[src/design/ptc_pkg.sv]
// Shared types and constants of the pressure and temperature compensation block.
`default_nettype none

package ptc_pkg;

  // input word: raw sensor frames
  typedef struct packed {
    logic [23:0] raw_pressure;
    logic [23:0] raw_temperature;
  } in_word_t;

  // result word
  typedef struct packed {
    logic signed [19:0] temperature_centi;
    logic               temperature_ok;
    logic [31:0]        pressure_q24_8;
    logic               pressure_ok;
  } out_word_t;

  // calibration registers as held in the top level
  typedef struct packed {
    logic [47:0] temp;
    logic [63:0] press_a;
    logic [63:0] press_b;
    logic [15:0] p9;
  } coeff_t;

  // register indexes on the configuration port
  localparam logic [1:0] RegTempCoeffs = 2'd0;
  localparam logic [1:0] RegPressA     = 2'd1;
  localparam logic [1:0] RegPressB     = 2'd2;
  localparam logic [1:0] RegPressP9    = 2'd3;

  // number of quotient bits, one divider cell per bit
  localparam int unsigned DivBits = 64;

  localparam int TfineOffset = 128000;
  localparam int PressBase   = 1048576;
  localparam int PressScale  = 3125;
  localparam int TempRound   = 128;
  localparam int TempLow     = -8000;
  localparam int TempHigh    = 10000;

  // word that rides along the divider chain
  typedef struct packed {
    logic               neg;
    logic               pok;
    logic signed [19:0] tc;
    logic               tok;
  } side_t;

  // word handed from one divider cell to the next
  typedef struct packed {
    logic [63:0] rem;
    logic [63:0] nq;
    logic [63:0] ub;
    side_t       side;
  } div_word_t;

endpackage

`default_nettype wire

[src/design/ptc_div_cell.sv]
// One restoring division cell: resolves one quotient bit per word.
`default_nettype none

module ptc_div_cell (
  input  logic                  clk_i,
  input  logic                  rst_ni,
  input  logic                  vld_i,
  input  ptc_pkg::div_word_t    word_i,
  output logic                  vld_o,
  output ptc_pkg::div_word_t    word_o
);

  logic [64:0] trial;
  logic [64:0] diff;
  logic        take;
  logic        vld_q;
  ptc_pkg::div_word_t word_q;

  assign trial = {word_i.rem, word_i.nq[63]};
  assign diff  = trial - {1'b0, word_i.ub};
  assign take  = ~diff[64];

  always_ff @(posedge clk_i or negedge rst_ni) begin
    if (!rst_ni) begin
      vld_q <= 1'b0;
    end else begin
      vld_q <= vld_i;
    end
  end

  always_ff @(posedge clk_i) begin
    word_q.rem  <= take ? diff[63:0] : trial[63:0];
    word_q.nq   <= {word_i.nq[62:0], take};
    word_q.ub   <= word_i.ub;
    word_q.side <= word_i.side;
  end

  assign vld_o  = vld_q;
  assign word_o = word_q;

endmodule

`default_nettype wire

[config.mk]
export PLATFORM = sky130hd
export DESIGN_NAME = ptc_div_cell
export DESIGN_NICKNAME = d
export VERILOG_FILES = /design/src/design/ptc_pkg.sv /design/src/design/ptc_div_cell.sv
export SDC_FILE = /design/constraint.sdc
export NUM_CORES = 1
export LEC_CHECK = 0
export BUFFER_PORTS_ARGS = -buffer_cell sky130_fd_sc_hd__clkbuf_2
export CAP_MARGIN = 20
export CORE_ASPECT_RATIO = 0.8
export CORE_MARGIN = 8
export CORE_UTILIZATION = 40
export CTS_CLUSTER_DIAMETER = 30
export DETAILED_ROUTE_END_ITERATION = 8
export PLACE_DENSITY = 0.73
export SETUP_SLACK_MARGIN = 0.4
export SLEW_MARGIN = 10
export SYNTH_ARGS = -nofsm -noshare
export SYNTH_HDL_FRONTEND = slang
export SYNTH_SLANG_ARGS = --single-unit
[constraint.sdc]
create_clock -name clk_i -period 0.8 [get_ports clk_i]
set_input_delay 0.12 -clock clk_i [delete_from_list [all_inputs] [get_ports clk_i]]
set_output_delay 0.12 -clock clk_i [all_outputs]
set_load 0.005 [all_outputs]
==> results by group <==
Die
  – Total core area: 23200 sq um
  – Die height: 153 microns
  – IO Count: 434
  – Row cnt: 50
  – Die Wd: 187 microns
  – Die area: 28600 sq um
  – Initial Util: 40.4%

Timing
  – Hold_ws: -0.250 ns
  – Hold Vio Cnt, Final: 69
  – # setup viols final: 281
  – Peak Freq: 370 MHz
  – Max_slew headroom: 48.7%
  – Worst Max-Slew Pin Slew: 0.762 ns
  – Pins Over Slew Limit: 0
  – RSZ-0062 raised after global routing: true
  – Period utilization: 338%
  – Final Critical Period: 2.70 ns
  – Final Worst Setup Slack: -1.90 ns
  – Setup TNS: -177.70 ns

Clock network
  – CTS sink cnt: 216
  – Root Driver: clkbuf_16
  – Max Buffers Root-to-Sink: 3
  – H-tree levels: 2
  – Total CTS buffers: 44
  – CTS tree: done
  – # hold bufs at CTS: 146
  – Clk pin slew, worst setup/hold paths: 0.06 ns

Outcome
  – Outcome: complete, but fails checks
  – Failing checks: negative hold slack, negative setup slack

Routing
  – Routed vias: 11200
  – WL per Instance: 21.7 microns
  – DR top layer: met4
  – Post-Route WL: 47600 microns
  – DR WL met3: 3360 microns
  – Routed vias/inst: 5.10
  – Antenna violation net count after detailed routing: 0
  – Met2 routed WL: 23800 microns
  – Detailed Route Iter0 Violations: 700
  – DRC violations left: 0
  – Metal-1 WL: 17700 microns
  – TritonRoute pass-1 iters: 6

Synthesis
  – Distinct cells, synth: 72
  – EDFF count, synth: 0
  – Mapped Nets: 1241
  – Syn avg cell area: 9.78 sq um
  – Async S/R FF share, synth: 0.463%
  – Sequential-to-total area share from yosys stat: 46.2%
  – Synth Instances: 958
  – Synth Register Bits: 216
  – YS warnings: 0
  – Post-synth top cells: dfxtp_1, inv_1, a21oi_1
  – Yosys top cell area share: 45.9%
  – Top cells by area, synth: dfxtp_1, ha_1, mux2_1, a21oi_1, inv_1
  – Ys flop type: dfxtp_1
  – Post-Syn Area: 9370 sq um
  – Most frequent cell after synthesis: dfxtp_1
  – Synth area leader: dfxtp_1

Power
  – Max VDD drop: 2.27 mV
  – Power per cell area: 2310 nW/um^2
  – Static leakage: 0.00954 uW

Global routing
  – Largest net degree at the start of global routing: 13
  – GR Overflow Total: 0
  – GRT Resource Usage Total: 28.2%
  – Initial antenna violation count: 4
  – Vias in the first global route: 11600
  – Global-route wire length before repair: 64800 microns

Worst setup path
  – Crit path arrival time: 3.10 ns
  – Critical path type: primary input to flip-flop
  – Crit end category: flip-flop
  – CP required: 1.20 ns
  – Worst Setup Start Kind: primary input
  – CP most frequent cell: buf_12
  – Crit-path cells: clkbuf_2, inv_1, ha_1, nand2_1, o21a_1, a211o_1, or2_2, a21oi_2, o21ai_2, and2_4, o211a_4, inv_8, buf_12, buf_12, buf_12, mux2_4
  – Crit-path max cell delay: 0.42 ns
  – Maximum fanout along the worst path: 8
  – Slowest cell on crit path: ha_1

Placed design
  – Final HPWL from detailed placement: 30200 microns
  – Placed standard-cell area: 14400 sq um
  – GP Congestion: 0.910
  – Port-buffer cells: 433

Finish
  – Synthesis-to-layout area growth: 104%
  – Fin area: 19100 sq um
  – Fraction of layout cells with a size suffix above 1: 60.2%
  – Final-stage net count: 2122
  – # fillers: 1273

Worst hold path
  – Class of the worst hold path: primary input to flip-flop

Flow run
  – Max-Cap Viols: 0
worst paths after layout:
check,from,endpoint,depth (start not counted)
max in group asynchronous,rst_ni,vld_o$_DFF_PN0_,2
min in group asynchronous,rst_ni,vld_o$_DFF_PN0_,2
worst max-delay path,word_i[54],word_o[168]$_DFF_P_,16
worst min-delay path,word_i[47],word_o[47]$_DFF_P_,1
where the power goes:
part	switching (uW)	internal [uW]	total (uW)
Combinational	5140	7370	12500
Clock	6630	12000	18600
Sequential	669	12300	12900
sequential cells by signal, summed over array words and instances, names as in the netlist:
register / cells
word_o: 215
vld_o: 1
layer usage:
metal / vias to the layer above / GRT usage [%]
met1: 5288 / 31.6
li1: 5155 / -
met3: 172 / 7.09
met5: - / 0
met4: 0 / 12.0
met2: 535 / 50.2
stage by stage:
step | setup WS, ns | hold WS, ns | power, uW | std cells | utilization [%]
2_1_floorplan | -2.03 | -0.176 | 17500 | 958 | -
3_3_place_gp | -2.35 | -0.0913 | 22000 | 1925 | 62.2
3_5_place_dp | -2.42 | -0.0923 | 22100 | 1925 | 62.2
4_1_cts | -1.78 | -0.266 | 42000 | 2171 | 77.4
5_1_grt | -1.99 | -0.269 | 45500 | 2187 | 82.3
6_report | -1.90 | -0.250 | 44100 | 2188 | 82.3
layout by cell type, fill, tap and decap left out, drive strengths merged, types with 5 or more instances in the layout:
cell,synthesis,layout
buf,7,447
diode,0,5
nor2b,11,11
or2,7,7
a21boi,5,5
a311oi,5,5
a21o,32,32
o21bai,15,15
dfxtp,215,215
mux2i,6,6
o31ai,5,5
nand4,22,22
ha,64,64
a211oi,6,6
a21oi,79,79
clkinv,0,8
nand2,62,62
nand3,10,10
clkinvlp,0,7
dlygate4sd3,0,142
nand2b,8,8
mux2,57,57
clkbuf,26,325
and2,5,5
o21ai,36,36
and3,9,9
o21a,6,6
xor2,23,23
inv,88,97
a31oi,8,8
xnor2,34,34
nor2,42,42
nor3,8,8
area by class of cell:
type                    instances  area, sq um  area share (%)
multi-input cells             621         5130            26.8
repair buffers                868         7120            37.3
well taps                     312          390            2.04
flip-flops and latches        216         4600            24.1
diodes                          5         12.5          0.0655
inverters                      88          368            1.93
clock inverters                28          317            1.66
clock buffers                  50         1180            6.16
critical path, delay by kind of cell:
family | cells | cell delay (ns)
AND/OR/NAND/NOR | 3 | 0.60
adder cells (fa/ha/maj) | 1 | 0.42
multiplexers | 1 | 0.31
AO/OA/AOI/OAI | 5 | 1.08
buffers and inverters | 6 | 0.55
repair_timing:
item / in CTS / in global routing
buffers inserted: 18 / 12
endpoints found under the setup margin: 281 / 285
cloned: 4 / 0
hold endpoints to repair: 214 / 70
gates resized for setup: 59 / 315
pin swaps: 30 / 18
logic make-up (layout without fill, tap and decap cells):
kind of cell             Yosys count  after routing  share of synthesized area (%)
other                              0              5                              0
buffers and inverters            121           1034                           4.97
flip-flops                       216            216                           46.2
AND/OR/NAND/NOR                  200            200                           10.7
AO/OA/AOI/OAI                    236            236                           16.5
XOR/XNOR                          57             57                           5.33
multiplexers                      63             63                           7.53
adder cells (fa/ha/maj)           65             65                           8.76
Power figures use the tool's default switching activity.
